<file path="config.mk">
export PLATFORM = sky130hd
export DESIGN_NAME = pip_fifo
export DESIGN_NICKNAME = d
export VERILOG_FILES = /design/src/design/pip_pkg.sv /design/src/design/pip_fifo.sv
export SDC_FILE = /design/constraint.sdc
export NUM_CORES = 1
export LEC_CHECK = 0
export BUFFER_PORTS_ARGS = -buffer_cell sky130_fd_sc_hd__buf_4
export CAP_MARGIN = 40
export CORE_MARGIN = 3
export CORE_UTILIZATION = 42
export CTS_BUF_LIST = sky130_fd_sc_hd__clkbuf_8
export DETAILED_ROUTE_END_ITERATION = 7
export GPL_ROUTABILITY_DRIVEN = 0
export GPL_TIMING_DRIVEN = 0
export PLACE_DENSITY = 0.61
export SYNTH_ARGS = -nofsm -noshare
export SYNTH_HDL_FRONTEND = slang
export SYNTH_SLANG_ARGS = --single-unit
</file>
<file path="constraint.sdc">
create_clock -name i_clk -period 2.1 [get_ports i_clk]
set_clock_uncertainty 0.2 [all_clocks]
set_input_delay 0.315 -clock i_clk [delete_from_list [all_inputs] [get_ports i_clk]]
set_output_delay 0.315 -clock i_clk [all_outputs]
set_load 0.03 [all_outputs]
</file>
<file path="src/design/pip_pkg.sv">
`timescale 1ns / 1ps
// ----------------------------------------------------------------------------
// pip_pkg: shared types and constants for the point-in-polygon test
// Coordinate widths, request and result structs, and the per-edge class
// that the front end hands to the back end through the queue.
// ----------------------------------------------------------------------------
package pip_pkg;

    localparam int COORD_WIDTH = 32;
    localparam int DIFF_W      = COORD_WIDTH + 1;
    localparam int PROD_W      = 2 * DIFF_W;
    localparam int QUEUE_DEPTH = 4;
    localparam int QPTR_W      = $clog2(QUEUE_DEPTH);
    localparam int QCNT_W      = $clog2(QUEUE_DEPTH + 1);

    typedef logic signed [COORD_WIDTH-1:0] t_coord;
    typedef logic signed [DIFF_W-1:0]      t_diff;
    typedef logic signed [PROD_W-1:0]      t_prod;

    typedef struct packed {
        t_coord query_lon;
        t_coord query_lat;
        t_coord edge_start_lon;
        t_coord edge_start_lat;
        t_coord edge_end_lon;
        t_coord edge_end_lat;
        logic   last_edge;
    } t_in;

    typedef struct packed {
        logic inside_res;
        logic on_boundary;
    } t_out;

    // classified edge: what the back end must do with it
    typedef struct packed {
        logic bnd;   // vertex hit or exact hit on a straddling edge
        logic tgl;   // toggle crossing parity
        logic last;  // close the polygon and report
    } t_cls;

    // first front stage: differences and cheap flags
    typedef struct packed {
        t_diff dqx;
        t_diff dqy;
        t_diff dex;
        t_diff dy;
        logic  vhit;
        logic  straddle;
        logic  last;
    } t_s1;

    // second front stage: cross products
    typedef struct packed {
        t_prod p_l;
        t_prod p_r;
        logic  dy_neg;
        logic  vhit;
        logic  straddle;
        logic  last;
    } t_s2;

endpackage

</file>
<file path="src/design/pip_fifo.sv">
`timescale 1ns / 1ps
// ----------------------------------------------------------------------------
// pip_fifo: class queue
// Small register queue between the classifier and the parity tracker.
// ----------------------------------------------------------------------------
module pip_fifo (
    input  logic          i_clk,
    input  logic          i_rst_n,
    input  logic          i_push,
    input  pip_pkg::t_cls i_data,
    input  logic          i_pop,
    output logic          o_full,
    output logic          o_valid,
    output pip_pkg::t_cls o_data
);

    pip_pkg::t_cls                r_mem [pip_pkg::QUEUE_DEPTH];
    logic [pip_pkg::QPTR_W-1:0]   r_wr_ptr;
    logic [pip_pkg::QPTR_W-1:0]   r_rd_ptr;
    logic [pip_pkg::QCNT_W-1:0]   r_cnt;

    assign o_full  = (r_cnt == pip_pkg::QCNT_W'(pip_pkg::QUEUE_DEPTH));
    assign o_valid = (r_cnt != '0);
    assign o_data  = r_mem[r_rd_ptr];

    always_ff @(posedge i_clk) begin
        if (!i_rst_n) begin
            r_wr_ptr <= '0;
            r_rd_ptr <= '0;
            r_cnt    <= '0;
        end else begin
            if (i_push) begin
                r_wr_ptr <= r_wr_ptr + 1'b1;
            end
            if (i_pop) begin
                r_rd_ptr <= r_rd_ptr + 1'b1;
            end
            case ({i_push, i_pop})
                2'b10:   r_cnt <= r_cnt + 1'b1;
                2'b01:   r_cnt <= r_cnt - 1'b1;
                default: r_cnt <= r_cnt;
            endcase
        end
    end

    always_ff @(posedge i_clk) begin
        if (i_push) begin
            r_mem[r_wr_ptr] <= i_data;
        end
    end

endmodule

</file>
# --- After elaboration in Yosys (flattened, before gate mapping) ---
# Memories as Yosys holds them, arrays and structs flattened. A register that Yosys moved wholly into a read port is not among the register bits.
# Index checks and enable logic that the tools add are counted.
totals:
  ff_bits: 7
  mem_bits_rw: 12
  output_inout_bits: 5
  wordCells: 18
  mem_count: 1
classes:
  addsub: 4
  eq_ne: 3
  mux: 5
  reduce_logical: 2
mem_list:
  columns: ["name", "depth", "width", "rd", "rd_clocked_by_memory_dff", "write_ports", "line_no", "source"]
  rows:
  - ["r_mem", 4, 3, 1, 1, 1, "pip_fifo.sv:17", "pip_pkg::t_cls r_mem [pip_pkg::QUEUE_DEPTH];"]
op_table:
  columns: ["cell", "count"]
  rows:
  - ["$pmux W3 S2", 1]
  - ["$add A2 B1 Y2 const B", 2]
  - ["$mux W2", 2]
  - ["$add A3 B1 Y3 const B", 1]
  - ["$eq A3 B3 Y1 const B", 1]
  - ["$reduce_bool A3 Y1", 1]
  - ["$sub A3 B1 Y3 const B", 1]
  - ["$eq A2 B1 Y1 const B", 1]
  - ["$eq A2 B2 Y1 const B", 1]
  - ["$mux W1", 2]
  - ["$reduce_bool A2 Y1", 1]

# --- Longest topological paths before layout ---
logic_depth:
  word_depth: 3
  mapped_depth: 6
  ltp_nobuf: 6

# --- Worst setup path after synthesis ---
# Ideal clock, no wire load.
synth_path:
  path_type: "input -> register"
  startpoint: "input port i_push"
  endpoint: "register r_cnt[2] (netlist bit)"
  arrival_time_ns: 1.476
  t_required_ns: 1.830
  path_slack_ns: 0.354
  stages: 6
  path_buffers: 0
  cell_sequence: "inv_1 > ha_1 > fa_1 > xnor2_1 > or3_1 > a21boi_1"
synth_via:
  elab_chain_cells: 2
  elab_cells_between_ends: 4
  classes_between: "2 x eq/ne; 1 x mux; 1 x reduce/logical"
synth_lines:
  columns: ["element", "line_no", "source"]
  rows:
  - ["start: declaration", "pip_fifo.sv:9", "input logic i_push,"]
  - ["$eq A2 B1 Y1 / $eq A2 B2 Y1 (equally long branches)", "pip_fifo.sv:38", "case ({i_push, i_pop})"]
  - ["$pmux W3 S2 / $reduce_bool A2 Y1 (equally long branches)", null, null]
  - ["end signal: assignment", "pip_fifo.sv:39", "2'b10: r_cnt <= r_cnt + 1'b1;"]
  - ["end signal: assignment", "pip_fifo.sv:40", "2'b01: r_cnt <= r_cnt - 1'b1;"]
  - ["end signal: assignment", "pip_fifo.sv:41", "default: r_cnt <= r_cnt;"]
  - ["end: declaration", "pip_fifo.sv:20", "logic [pip_pkg::QCNT_W-1:0] r_cnt;"]
# Parallel ways exist; a longest one is shown, timed or not.
# A chain may end at the register's enable or synchronous reset.

==> out/qor.txt <==
outcome: completed
Max Cap Viol: 0
RSZ-0062 raised after global routing: no
Sw Share: 24.99%
clock-pin slew on the worst setup and hold paths: 80 ps
Hold EP: r_mem[2][2]
PwrDens: 872.3 nW/µm²
cell accounting for the most synthesized area: edfxtp_1
Slew Limit Fails: 0
Fmax achieved: 527.2 MHz
hold path depth: 1
Critical R2R Launch: r_cnt[0]
Die Span Y: 51.54 µm
Rows: 15
synth warn: 0
Die W: 51.54 µm
Layout Utilization: 56.05%
Avg WL per Cell: 11.79 µm
sequential fraction of the synthesis area: 62.07%
initial antenna violation count: 0
Setup violations, final: 0
largest net degree at the start of global routing: 13
# hold bufs at CTS: 0
CTS resizes: 0
Critical Setup Path Class: flop to output pin
R2R cell count: 4
DR pass1 iterations: 3
# IOs: 12
first-pass GRT wire length: 1952 µm
Leak: 0.4050 nW
fill count: 175
final worst path period share: 90.32%
Skew-Pair Late Insertion Delay: 250 ps
Worst VDD drop: 0.4215 mV
starting density of the core: 47.35%
die area: 2656 µm²
Hold Path Class: input port to flop
Mapped Avg Cell Area: 15.28 µm²
Hold Startpoint: i_data[2]
CTS tree: built
setup bufs post-CTS: 0
total power: 899.4 µW
flop-to-flop setup slack: 470 ps
critical path arrival: 1380 ps
Syn-to-layout area delta: 18.39%
Place WS: 148.1 ps
startpoint types: flop
top cell type's share of synthesized area: 41.38%
clock buffer depth: 2
syn_nets: 70
fin nets: 86
via-per-instance ratio: 4.567
sequential share of power: 54.3%
area of the core: 1839 µm²
clk root buf: clkbuf_8
H-tree lvl count: 1
Max-Slew Margin vs Limit: 86.73%
setup TNS: 0 ps
vias: 443
Netlist cell types: 16
cell area after synthesis: 870.8 µm²
vias in the first global route: 454
share of post-route cells with drive strength above 1: 25.00%
Worst-Margin Slew: 198.8 ps
clk sinks: 21
Final Hold Viols: 0
cells after synthesis: 57
Post-Route WL: 1144 µm
drt drc: 0
WP data required: 1580 ps
Iteration-0 DRC Markers: 3
internal power: 674.6 µW
Setup WS post-layout: 203.4 ps
post-route minimum period: 1897 ps
Comb power frac: 17.3%
Worst setup EP type: output pin
post-detail-place hpwl: 888.9 µm
GRT overflow: 0
CTS Buf Count: 3
worst r2r dst: r_cnt[2]
Yosys reg bits: 21
Area contributors post-synth: edfxtp_1 (41%), dfxtp_1 (21%), mux4_2 (7.8%), ha_1 (7.2%), and2_1 (6.5%)
clock share of power: 28.4%
antenna viol nets, final: 0
GR Util All Layers: 10.58%
peak fanout along the critical path: 3
antenna cells: 0
input/output buffers: 11
net switching power: 224.7 µW
-- flip-flops by register name (all words and copies together) (netlist names), named ones only --
signal and flops:
r_mem 12, r_rd_ptr 2, r_wr_ptr 2, r_cnt 3
-- synthesized netlist by cell type (all sizes together) --
cell type,instances
nand2,1
edfxtp,12
a21boi,1
o21ai,1
mux2i,2
mux4,3
nor2b,2
fa,1
ha,5
inv,3
dfxtp,9
and2,9
or3,2
xor2,2
nor3b,1
xnor2,3
-- power by group through the flow --
| stage | Clock [mW] | Sequential, mW | Combinational [mW] |
|---|---|---|---|
| final | 0.255 | 0.488 | 0.156 |
| after global routing | 0.282 | 0.494 | 0.174 |
| after global placement | 0 | 0.499 | 0.155 |
| after detailed placement | 0 | 0.499 | 0.158 |
| after CTS | 0.266 | 0.489 | 0.158 |
| after floorplan | 0 | 0.493 | 0.109 |
-- cells in the final DEF, fill, tap and decap left out --
cell type	count
edfxtp_1	12
ha_1	5
o21ai_0	1
inv_1	3
dfxtp_1	9
and2_1	9
or3_1	2
mux4_2	3
fa_1	1
buf_4	11
xnor2_1	3
nand2_1	1
clkinv_2	1
nor2b_1	2
mux2i_1	2
clkbuf_8	3
xor2_1	2
nor3b_1	1
a21boi_1	1
-- cell type report --
cell class	instances	area (µm²)	area share [%]
tap	25	31.28	3.034
timing repair buffer	11	82.58	8.010
clock inverter	1	5.005	0.4854
sequential	21	540.5	52.43
clock buffer	3	41.29	4.005
multi-input combinational	33	319.1	30.95
inverter	3	11.26	1.092
-- cell families (layout without fill, tap and decap cells) --
kind of cell	count (synthesis)	count (layout)	synth area share (%)
flops	21	21	62.07
simple gates	15	15	10.63
mux	5	5	10.06
buf+inv	3	18	1.293
xor+xnor	5	5	5.030
compound gates	2	2	1.437
fa+ha+maj	6	6	9.483
-- worst max path at each step --
| stage | end | slack (ps) | start |
|---|---|---|---|
| after floorplan | r_cnt[2] | 350 | i_push |
| after global placement | r_cnt[2] | 150 | i_push |
| after detailed placement | r_cnt[2] | 150 | i_push |
| after CTS | o_data[2] | 180 | flop |
| after global routing | o_data[1] | 140 | flop |
| final | o_data[2] | 200 | flop |
-- metal layers --
metal  global-route usage [%]  vias to the layer above  wire (µm)
li1                         -                      227          -
met4                    7.860                        0         21
met3                    2.579                        2         44
met2                    16.95                        7        543
met5                        0                        -          0
met1                    12.17                      207        535
-- metrics by stage --
step           std cells  hold slack (ps)  instance area (µm²)
6_report              97            62.06                 1031
5_1_grt               97            55.38                 1031
4_1_cts               97            56.88                 1031
3_5_place_dp          93            293.5                984.7
3_3_place_gp          93            278.0                984.7
2_1_floorplan         57            213.9                870.8
-- critical path, cell delays in order, from the launching register on --
cell     delay (ps)
dfxtp_1         430
mux4_2          520
buf_4           180
No activity file was read; power rests on OpenSTA's default activity.
