[src/design/pip_pkg.sv]
`timescale 1ns / 1ps
// ----------------------------------------------------------------------------
// pip_pkg: shared types and constants for the point-in-polygon test
// Coordinate widths, request and result structs, and the per-edge class
// that the front end hands to the back end through the queue.
// ----------------------------------------------------------------------------
package pip_pkg;

    localparam int COORD_WIDTH = 32;
    localparam int DIFF_W      = COORD_WIDTH + 1;
    localparam int PROD_W      = 2 * DIFF_W;
    localparam int QUEUE_DEPTH = 4;
    localparam int QPTR_W      = $clog2(QUEUE_DEPTH);
    localparam int QCNT_W      = $clog2(QUEUE_DEPTH + 1);

    typedef logic signed [COORD_WIDTH-1:0] t_coord;
    typedef logic signed [DIFF_W-1:0]      t_diff;
    typedef logic signed [PROD_W-1:0]      t_prod;

    typedef struct packed {
        t_coord query_lon;
        t_coord query_lat;
        t_coord edge_start_lon;
        t_coord edge_start_lat;
        t_coord edge_end_lon;
        t_coord edge_end_lat;
        logic   last_edge;
    } t_in;

    typedef struct packed {
        logic inside_res;
        logic on_boundary;
    } t_out;

    // classified edge: what the back end must do with it
    typedef struct packed {
        logic bnd;   // vertex hit or exact hit on a straddling edge
        logic tgl;   // toggle crossing parity
        logic last;  // close the polygon and report
    } t_cls;

    // first front stage: differences and cheap flags
    typedef struct packed {
        t_diff dqx;
        t_diff dqy;
        t_diff dex;
        t_diff dy;
        logic  vhit;
        logic  straddle;
        logic  last;
    } t_s1;

    // second front stage: cross products
    typedef struct packed {
        t_prod p_l;
        t_prod p_r;
        logic  dy_neg;
        logic  vhit;
        logic  straddle;
        logic  last;
    } t_s2;

endpackage

[src/design/pip_back.sv]
`timescale 1ns / 1ps
// ----------------------------------------------------------------------------
// pip_back: parity tracker
// Folds each edge class into the parity and boundary flags and registers
// the result on the last edge of a polygon.
// ----------------------------------------------------------------------------
module pip_back (
    input  logic          i_clk,
    input  logic          i_rst_n,
    input  logic          i_valid,
    input  pip_pkg::t_cls i_cls,
    output logic          o_pop,
    output logic          o_valid,
    input  logic          i_stall,
    output pip_pkg::t_out o_data
);

    logic          r_par;
    logic          r_bnd;
    logic          r_out_valid;
    pip_pkg::t_out r_out;
    logic          n_par;
    logic          n_bnd;

    assign o_pop = i_valid && (!r_out_valid || !i_stall);
    assign n_par = r_par ^ i_cls.tgl;
    assign n_bnd = r_bnd | i_cls.bnd;

    always_ff @(posedge i_clk) begin
        if (!i_rst_n) begin
            r_par       <= 1'b0;
            r_bnd       <= 1'b0;
            r_out_valid <= 1'b0;
        end else begin
            if (o_pop) begin
                r_par <= i_cls.last ? 1'b0 : n_par;
                r_bnd <= i_cls.last ? 1'b0 : n_bnd;
            end
            if (o_pop && i_cls.last) begin
                r_out_valid <= 1'b1;
            end else if (!i_stall) begin
                r_out_valid <= 1'b0;
            end
        end
    end

    always_ff @(posedge i_clk) begin
        if (o_pop && i_cls.last) begin
            r_out.inside_res  <= n_bnd | n_par;
            r_out.on_boundary <= n_bnd;
        end
    end

    assign o_valid = r_out_valid;
    assign o_data  = r_out;

endmodule

[config.mk]
export PLATFORM = sky130hd
export DESIGN_NAME = pip_back
export DESIGN_NICKNAME = d
export VERILOG_FILES = /design/src/design/pip_pkg.sv /design/src/design/pip_back.sv
export SDC_FILE = /design/constraint.sdc
export NUM_CORES = 1
export LEC_CHECK = 0
export ABC_AREA = 1
export BUFFER_PORTS_ARGS = -buffer_cell sky130_fd_sc_hd__buf_4
export CAP_MARGIN = 10
export CORE_AREA = 2 2 39 41
export CTS_CLUSTER_SIZE = 28
export DETAILED_ROUTE_END_ITERATION = 10
export DIE_AREA = 0 0 41 43
export HOLD_SLACK_MARGIN = 0.02
export SYNTH_ARGS = -nofsm -noshare
export SYNTH_HDL_FRONTEND = slang
export SYNTH_SLANG_ARGS = --single-unit
[constraint.sdc]
create_clock -name i_clk -period 1 [get_ports i_clk]
set_clock_uncertainty 0.15 [all_clocks]
set_input_delay 0.05 -clock i_clk [delete_from_list [all_inputs] [get_ports i_clk]]
set_output_delay 0.05 -clock i_clk [all_outputs]
set_load 0.005 [all_outputs]
Word level (Yosys, flattened, before mapping)
Index checks and enable logic that the tools add are counted. W data, S select, Z words.

Add/sub/neg operators: 0. Multipliers: 0. Div/mod/pow operators: 0. Order comparisons: 0. Equal/unequal tests: 1. Shift operators: 0. Muxes and demuxes: 4. Bitwise gates (word level): 3. Reduce and logical (&&, ||, !) cells: 5.

Operators with widths (number): $mux W1 (4); $logic_and A1 B1 Y1 (2); $logic_not A1 Y1 (2); $ne A2 B1 Y1 const B (1); $or A1 B1 Y1 (2); $logic_or A1 B1 Y1 (1); $xor A1 B1 Y1 (1).

Flip-flop bits (word level): 5. Bits in latches: 0. Bits in writable memories: 0. Memory bits (read-only): 0. Input bits: 7. Output and inout bits: 4. Logic and storage cells: 18. Memories: 0.

Depth between registers and ports, before layout
Gate-level depths: netlist of the first run.

Depth after elaboration: 5. Gate-level depth with buffers: 6. Gate-level depth less buffers: 6.

Worst setup path after synthesis of the first run
No wires, ideal clock.

Kind: register to register. Start: register r_out_valid (netlist: o_valid). End: register r_out (netlist bit o_data[0]) (enable). Setup time: 0.309 ns. Data arrival time: 0.587 ns. Required time: 0.541 ns. Slack: -0.046 ns. Stages on the path, launching flop included: 4. Path buffers: 0. Period minus slack after synthesis: 1.046 ns. Cells stage by stage: dfxtp_1 -> nand2_2 -> nand2_4 -> nor2_1.

Word-level cells in the longest chain between the ends: 4.

RTL lines: start: declaration (RTL line pip_back.sv:20) `logic r_out_valid;`; start signal: assignment (RTL line pip_back.sv:33) `r_out_valid <= 1'b0;`; start signal: assignment (RTL line pip_back.sv:40) `r_out_valid <= 1'b1;`; start signal: assignment (RTL line pip_back.sv:42) `r_out_valid <= 1'b0;`; $logic_not A1 Y1 (RTL line pip_back.sv:25) `assign o_pop = i_valid && (!r_out_valid || !i_stall);`; $logic_or A1 B1 Y1 (RTL line pip_back.sv:25); $logic_and A1 B1 Y1 (RTL line pip_back.sv:25); $logic_and A1 B1 Y1 (RTL line pip_back.sv:48) `if (o_pop && i_cls.last) begin`; end: declaration (RTL line pip_back.sv:21) `pip_pkg::t_out r_out;`.

No other way between the ends. A chain may end at the register's enable or synchronous reset.

Worst setup path after layout of the first run
Start: register r_out_valid (netlist: o_valid). End: output port o_pop.

Word-level cells in the longest chain between the ends: 3.

RTL lines: $logic_not A1 Y1 (RTL line pip_back.sv:25); $logic_or A1 B1 Y1 (RTL line pip_back.sv:25); $logic_and A1 B1 Y1 (RTL line pip_back.sv:25); end: declaration (RTL line pip_back.sv:12) `output logic o_pop,`.

No other way between the ends.

==> results.json, run 1 <==
{
  "status": "finished with violations",
  "violations": "negative hold slack, negative setup slack",
  "syn_area_um2": 246,
  "crit_type": "register to primary output",
  "totalWireLength_um": 510,
  "ios": 11,
  "critPathMaxFanout": 3,
  "root_buffer": "clkbuf_4",
  "fmax_ghz": 0.927,
  "finish.utilization_pct": 30.2,
  "final-setup-viol-count": 6,
  "rsz0062_at_grt": "yes",
  "vias": 241,
  "rows": 14,
  "syn_area_per_cell_um2": 7.47,
  "grt_first_pass_wirelength_um": 924,
  "grt_max_degree": 5,
  "post_drt_wl_per_cell_um": 7.73,
  "yosys-top-cells-area": "dfxtp_1, edfxtp_1, inv_1",
  "fillers": 159,
  "crit_arrival_ns": 0.88,
  "drt-initial-drc-count": 1,
  "synth_nets": 40,
  "fp.dieW_um": 41,
  "fin_ws_ns": -0.0785,
  "tightest_slew_ns": 0.220,
  "ant_nets": 0,
  "syn_to_final_growth_pct": 69.5,
  "drtPass1Iterations": 4,
  "via_per_inst": 3.65,
  "drv_slew": 0,
  "clock-sinks": 5,
  "hp-class": "input pin to register",
  "clk_pin_slew_ns": 0.05,
  "synth_cells": 33,
  "ys_warn_count": 0,
  "slew_headroom_pct": 85.3,
  "ir_worst_vdd_uv": 889,
  "fin_nets": 58,
  "drc_errors": 0,
  "power.density_nw_per_um2": 1380,
  "leakage_nw": 0.224,
  "slowest_delay_ns": 0.34,
  "critPathCaptureType": "primary output",
  "clk_latency_ns": 0.24,
  "power_uw": 575,
  "grtUsageTotal_pct": 7.96,
  "die_area_um2": 1760,
  "critPathLaunchType": "register",
  "crit_top_cell": "nand2_4",
  "gp_congestion": 0.703,
  "grt_pass1_vias": 260,
  "final_layout_size_suffix_gt1_share_pct": 50.0,
  "yosysSeqAreaShare_pct": 48.7,
  "synth_cell_types": 12,
  "cp_cell_sequence": "nand2_4 > nand2_4 > inv_2 > buf_6",
  "synth-seq-cells": 5,
  "grt_overflow": 0,
  "synth_area_leader_cell": "dfxtp_1",
  "period_share_pct": 108,
  "cts_hold_buf": 2,
  "fp.dieH_um": 43,
  "whs_ns": -0.0750,
  "crit_slowest_cell": "dfxtp_2",
  "antenna_cells": 0,
  "cap_violations": 0,
  "finalCriticalPeriod_ns": 1.08,
  "finalHoldViolCount": 2,
  "yosys.area.top_type_share_pct": 24.4,
  "io_buffers": 10,
  "dp_slack_ns": -0.0224,
  "start_util_pct": 17.8,
  "grt_antenna_before_repair": 0,
  "core_region_area_um2": 1380,
  "dp_hpwl_um": 357,
  "required_ns": 0.80,
  "cts_made_buffers": 3,
  "cts_tree": "yes",
  "htreeDepth": 1,
  "clockBufferDepth": 2
}
## registers in the layout (all words and copies together) (netlist names)
name     count
o_valid      1
o_data       2
r_bnd        1
r_par        1
## layout by cell type (no fill, tap or decap)
cell type and count:
inv_2 3, dfxtp_2 1, nor2_1 1, nand2_4 2, dfxtp_1 2, clkbuf_4 3
clkbuf_1 1, nor2_4 1, edfxtp_1 2, nand2_1 8, buf_4 11, dlygate4sd3_1 1
buf_6 1, o21ai_2 2, inv_1 7, nand3_1 3, a21oi_2 1
## area by class of cell
cell class,instances,area [um2],area share [%]
Inverter,10,37.5,8.98
Tap cell,16,20.0,4.79
Clock buffer,4,26.3,6.29
Sequential cell,5,121,29.0
Timing Repair Buffer,13,104,24.9
Multi-Input combinational cell,18,109,26.0
## kinds of logic (layout without fill, tap and decap cells)
kind of cell	after synthesis	count (layout)	share of synthesized area, %
flops	5	5	48.7
compound gates	3	3	7.61
simple gates	15	15	28.4
buf+inv	10	27	15.2
## final timing paths
path         slack [ns]                  from                   end  cells after the start
min               -0.07              i_cls[2]   o_data[0]$_DFFE_PP_                      3
min reg2reg        0.35    r_bnd$_SDFFE_PN0P_   o_data[0]$_DFFE_PP_                      2
max reg2reg       -0.03  o_valid$_SDFFE_PN0P_  o_valid$_SDFFE_PN0P_                      6
max               -0.08  o_valid$_SDFFE_PN0P_                 o_pop                      4
## timing repair
| item | 4_1_cts | 5_1_grt |
|---|---|---|
| gates resized for setup | 4 | 3 |
| pin swaps | 2 | 3 |
| hold endpoints to repair | 5 | 2 |
| setup buffers | 2 | 0 |
| endpoints found under the setup margin | 3 | 8 |
## per-stage QoR
step	cell area, um2	setup TNS, ns	instances
2_1_floorplan	255	-0.00139	33
3_3_place_gp	350	-0.0105	59
3_5_place_dp	350	-0.0448	59
4_1_cts	424	-0.131	67
5_1_grt	418	-0.443	66
6_report	418	-0.174	66
## synthesized netlist by cell type (all sizes together)
cell,number
nand3,3
inv,10
dfxtp,3
edfxtp,2
nand2,10
nor2,2
o21ai,2
a21oi,1
## power breakdown
group / switching (mW) / internal, mW
registers: 0.00552 / 0.226
clock network: 0.0868 / 0.151
logic: 0.0498 / 0.0553
## worst max-delay path: cells and delay by family, from the launching register on
family | cells | cell delay, ns
flops | 1 | 0.34
simple gates | 2 | 0.14
buf+inv | 2 | 0.14
## routing by layer
metal / vias up / share of wire [%] / GRT usage, %
met5: - / 0 / 0
met4: 0 / 0 / 0
met3: 0 / 11 / 6.81
met2: 9 / 51 / 12.5
met1: 100 / 38 / 8.44
li1: 132 / - / -
Power figures use the tool's default switching activity.
==> run 2, diff against run 1 <==
- RECOVER_POWER: not set -> 25
- SETUP_SLACK_MARGIN: not set -> 0.5
==> results.json, run 2 (synthesis results as in run 1) <==
{
  "status": "finished with violations",
  "violations": "negative hold slack, negative setup slack",
  "slew_headroom_pct": 85.7,
  "largest_reg_flops": 2,
  "fp.dieH_um": 43,
  "htreeDepth": 1,
  "fmax_ghz": 0.929,
  "core_region_area_um2": 1380,
  "cp_cell_sequence": "nand2_2 > nand2_4 > inv_2 > buf_6",
  "dp_hpwl_um": 379,
  "grt_max_degree": 5,
  "drc_errors": 0,
  "critPathLaunch": "o_valid$_SDFFE_PN0P_",
  "met3WireLength_um": 30,
  "final_layout_size_suffix_gt1_share_pct": 57.7,
  "root_buffer": "clkbuf_4",
  "ff2ff_path_depth": 3,
  "finalHoldViolCount": 5,
  "critPathLaunchType": "register",
  "tightest_slew_ns": 0.215,
  "power.density_nw_per_um2": 1330,
  "rr_startpoint": "o_valid$_SDFFE_PN0P_",
  "io_buffers": 10,
  "crit_buf_inv": 2,
  "clock-sinks": 5,
  "grtUsageTotal_pct": 8.13,
  "r2r_slack_ns": -0.01,
  "via_per_inst": 3.68,
  "post_drt_wl_per_cell_um": 7.51,
  "leakage_nw": 0.233,
  "vias": 250,
  "drv_slew": 0,
  "rows": 14,
  "crit_path_end": "o_pop",
  "top_layer_used": "met4",
  "clockBufferDepth": 2,
  "syn_to_final_growth_pct": 79.2,
  "rsz0062_at_grt": "yes",
  "ir_worst_vdd_uv": 623,
  "dpl.cell_count": 60,
  "final_common_cell": "buf_4",
  "crit_type": "register to primary output",
  "worstReg2RegEnd": "o_data[1]$_DFFE_PP_",
  "cts_tree": "yes",
  "gp_congestion": 0.742,
  "critPathCaptureType": "primary output",
  "clk_pin_slew_ns": 0.04,
  "grt_first_pass_wirelength_um": 876,
  "cts_made_buffers": 3,
  "final-setup-viol-count": 5,
  "path_depth": 4,
  "finalCriticalPeriod_ns": 1.08,
  "fin_ws_ns": -0.0761,
  "crit_arrival_ns": 0.88,
  "mostFrequentLayoutCells": "buf_4, inv_1, nand2_1, buf_6",
  "totalWireLength_um": 511,
  "ios": 11,
  "grt_overflow": 0,
  "wl_met2_um": 260,
  "die_area_um2": 1760,
  "cap_violations": 0,
  "met1_length_um": 204,
  "required_ns": 0.80,
  "grt_pass1_vias": 258,
  "ant_nets": 0,
  "start_util_pct": 17.8,
  "finalNonFillerCells": 68,
  "clk_latency_ns": 0.24,
  "drtPass1Iterations": 2,
  "crit_family": "flip-flops",
  "fin_nets": 60,
  "finish.utilization_pct": 31.9,
  "crit_slowest_cell": "dfxtp_2",
  "antenna_cells": 0,
  "slowest_delay_ns": 0.33,
  "whs_ns": -0.126,
  "fp.dieW_um": 41,
  "period_share_pct": 108,
  "critPathMaxFanout": 4,
  "grt_antenna_before_repair": 0,
  "hp-class": "input pin to register",
  "drt-initial-drc-count": 3
}
==> run 2: changes by cell type in the layout (fill, tap and decap cells not counted), sizes merged <==
cell | before | now
buf | 12 | 15
dlygate4sd3 | 1 | 0
==> run 2: tightest hold or removal path, delay by kind of cell <==
kind,cells,cell delay [ns]
and+or+nand+nor,1,0.05
buffers and inverters,2,0.14
==> run 2: per-stage QoR <==
stage / total power, mW / worst slack [ns] / TNS (ns) / cell area [um2]
2_1_floorplan: 0.282 / -0.000543 / -0.00109 / 256
3_3_place_gp: 0.324 / 0.00510 / 0 / 359
3_5_place_dp: 0.325 / -0.00884 / -0.0177 / 359
4_1_cts: 0.590 / -0.0891 / -0.165 / 425
5_1_grt: 0.625 / -0.116 / -0.375 / 442
6_report: 0.586 / -0.0761 / -0.116 / 442
==> run 2: how the worst min path moves through the flow <==
stage | from | to | cells past startpoint
6_report | i_rst_n | o_valid$_SDFFE_PN0P_ | 3
3_3_place_gp | i_rst_n | o_valid$_SDFFE_PN0P_ | 3
3_5_place_dp | i_rst_n | o_valid$_SDFFE_PN0P_ | 3
5_1_grt | i_rst_n | o_valid$_SDFFE_PN0P_ | 3
2_1_floorplan | i_rst_n | o_valid$_SDFFE_PN0P_ | 2
4_1_cts | i_rst_n | o_valid$_SDFFE_PN0P_ | 3
==> run 2: repair_timing <==
action                                  4_1_cts  5_1_grt
gates resized for setup                       5        5
gates cloned                                  0        0
endpoints found under the hold margin         5        5
buffers inserted                              4        0
pin swaps                                     6        2
endpoints found under the setup margin       11       11
==> run 2: cell type report <==
class / count / area [um2]
inverters: 10 / 37.5
fillers: 143 / 942
well taps: 16 / 20.0
repair buffers: 15 / 128
multi-input cells: 18 / 106
clock buffers: 4 / 26.3
flip-flops and latches: 5 / 124
==> run 2: where the power goes <==
group | internal [mW] | switching (mW)
logic | 0.0648 | 0.0515
registers | 0.227 | 0.00537
clock network | 0.151 | 0.0855
==> run 2: routing by layer <==
metal  GRT usage [%]  vias to the layer above
met3            4.71                        4
met5               0                        -
met1            6.75                      105
met4            8.00                        0
met2            12.2                        7
li1                -                      134
==> run 3, diff against run 2 <==
- CTS_CLUSTER_DIAMETER: not set -> 200
- RECOVER_POWER: 25 -> not set
==> results.json, run 3 (synthesis results as in run 1) <==
{
  "status": "finished with violations",
  "violations": "negative hold slack, negative setup slack",
  "clkPwrFrac_pct": 40.4,
  "clockBufferDepth": 2,
  "cap_violations": 0,
  "power_frac_seq_pct": 39.8,
  "dp_hpwl_um": 379,
  "via_per_inst": 3.68,
  "hp-class": "input pin to register",
  "fillers": 143,
  "drt-initial-drc-count": 3,
  "fp.dieW_um": 41,
  "whs_ns": -0.127,
  "required_ns": 0.80,
  "ir_worst_vdd_uv": 624,
  "critPathMaxFanout": 4,
  "dp_slack_ns": -0.00884,
  "io_buffers": 10,
  "final-setup-viol-count": 5,
  "grtUsageTotal_pct": 8.13,
  "fin_ws_ns": -0.0763,
  "htreeDepth": 1,
  "core_region_area_um2": 1380,
  "cts_made_buffers": 3,
  "clk_pin_slew_ns": 0.04,
  "crit_type": "register to primary output",
  "post_drt_wl_per_cell_um": 7.47,
  "power.density_nw_per_um2": 1330,
  "vias": 250,
  "power_switching_uw": 143,
  "ant_nets": 0,
  "gp_congestion": 0.742,
  "critPathCaptureType": "primary output",
  "r2r_slack_ns": -0.01,
  "tightest_slew_ns": 0.215,
  "grt_overflow": 0,
  "slew_headroom_pct": 85.7,
  "clk_latency_ns": 0.24,
  "grt_antenna_before_repair": 0,
  "critPathLaunch": "o_valid$_SDFFE_PN0P_",
  "tns_ns": -0.117,
  "fin_nets": 60,
  "final_common_cell": "buf_4",
  "finalHoldViolCount": 5,
  "combPwrFrac_pct": 19.8,
  "grt_first_pass_wirelength_um": 876,
  "hp-start": "i_rst_n",
  "sw_frac_of_total_pct": 24.4,
  "finalCriticalPeriod_ns": 1.08,
  "mostFrequentLayoutCells": "buf_4, inv_1, nand2_1, buf_6",
  "grt_max_degree": 5,
  "rr_startpoint": "o_valid$_SDFFE_PN0P_",
  "final_layout_size_suffix_gt1_share_pct": 59.6,
  "root_buffer": "clkbuf_4",
  "clock-sinks": 5,
  "drtPass1Iterations": 4,
  "antenna_cells": 0,
  "grt_pass1_vias": 258,
  "drv_slew": 0,
  "leakage_nw": 0.233,
  "rows": 14,
  "crit_arrival_ns": 0.88,
  "syn_to_final_growth_pct": 79.2,
  "period_share_pct": 108,
  "die_area_um2": 1760,
  "power_uw": 586,
  "rsz0062_at_grt": "yes",
  "internal-power_uw": 444,
  "cts_tree": "yes",
  "critPathLaunchType": "register",
  "start_util_pct": 17.8,
  "ios": 11,
  "drc_errors": 0,
  "totalWireLength_um": 508,
  "largest_reg_flops": 2,
  "fp.dieH_um": 43,
  "fmax_ghz": 0.929
}
-- run 3: cell counts in the layout (fill, tap and decap cells not counted) --
Identical to the previous run, type by type.
-- run 3: final timing paths --
check                              end  cells past startpoint
hold / removal    o_valid$_SDFFE_PN0P_                      3
setup reg to reg   o_data[1]$_DFFE_PP_                      3
hold reg to reg    o_data[0]$_DFFE_PP_                      2
setup / recovery                 o_pop                      4
-- run 3: timing repair --
action | 4_1_cts | 5_1_grt
setup buffers | 4 | 0
hold endpoints to repair | 5 | 5
cloned | 0 | 0
setup endpoints to repair | 11 | 11
resized for setup | 5 | 5
pin swaps | 6 | 2
-- run 3: through the flow --
| step | instance area [um2] | util [%] | std cells |
|---|---|---|---|
| global placement | 359 | 25.9 | 60 |
| global route | 442 | 31.9 | 68 |
| floorplan | 256 | - | 33 |
| CTS | 425 | 30.7 | 68 |
| finish | 442 | 31.9 | 68 |
| detailed placement | 359 | 25.9 | 60 |
-- run 3: metal layers --
metal	up-vias	part of all wire [%]	GRT usage, %
li1	134	-	-
met2	7	51	12.2
met5	-	0	0
met3	4	5.9	4.71
met1	105	40	6.75
met4	0	3.0	8.00
-- run 3: power groups by stage --
stage / Combinational [mW] / Sequential [mW] / Clock, mW
floorplan: 0.0464 / 0.236 / 0
global placement: 0.0895 / 0.235 / 0
global route: 0.129 / 0.234 / 0.263
finish: 0.116 / 0.233 / 0.237
detailed placement: 0.0898 / 0.235 / 0
CTS: 0.110 / 0.232 / 0.248
-- run 3: cell type report --
class | count | area (um2) | area share (%)
clock buffer | 4 | 26.3 | 5.95
inverter | 10 | 37.5 | 8.50
tap | 16 | 20.0 | 4.53
sequential | 5 | 124 | 28.0
timing repair buffer | 15 | 128 | 28.9
multi-input combinational | 18 | 106 | 24.1
-- run 3: worst max-delay path, cell delays in order (launching register included) --
cell and delay [ns]:
dfxtp_2 0.33, nand2_2 0.07, nand2_4 0.09, inv_2 0.05, buf_6 0.10
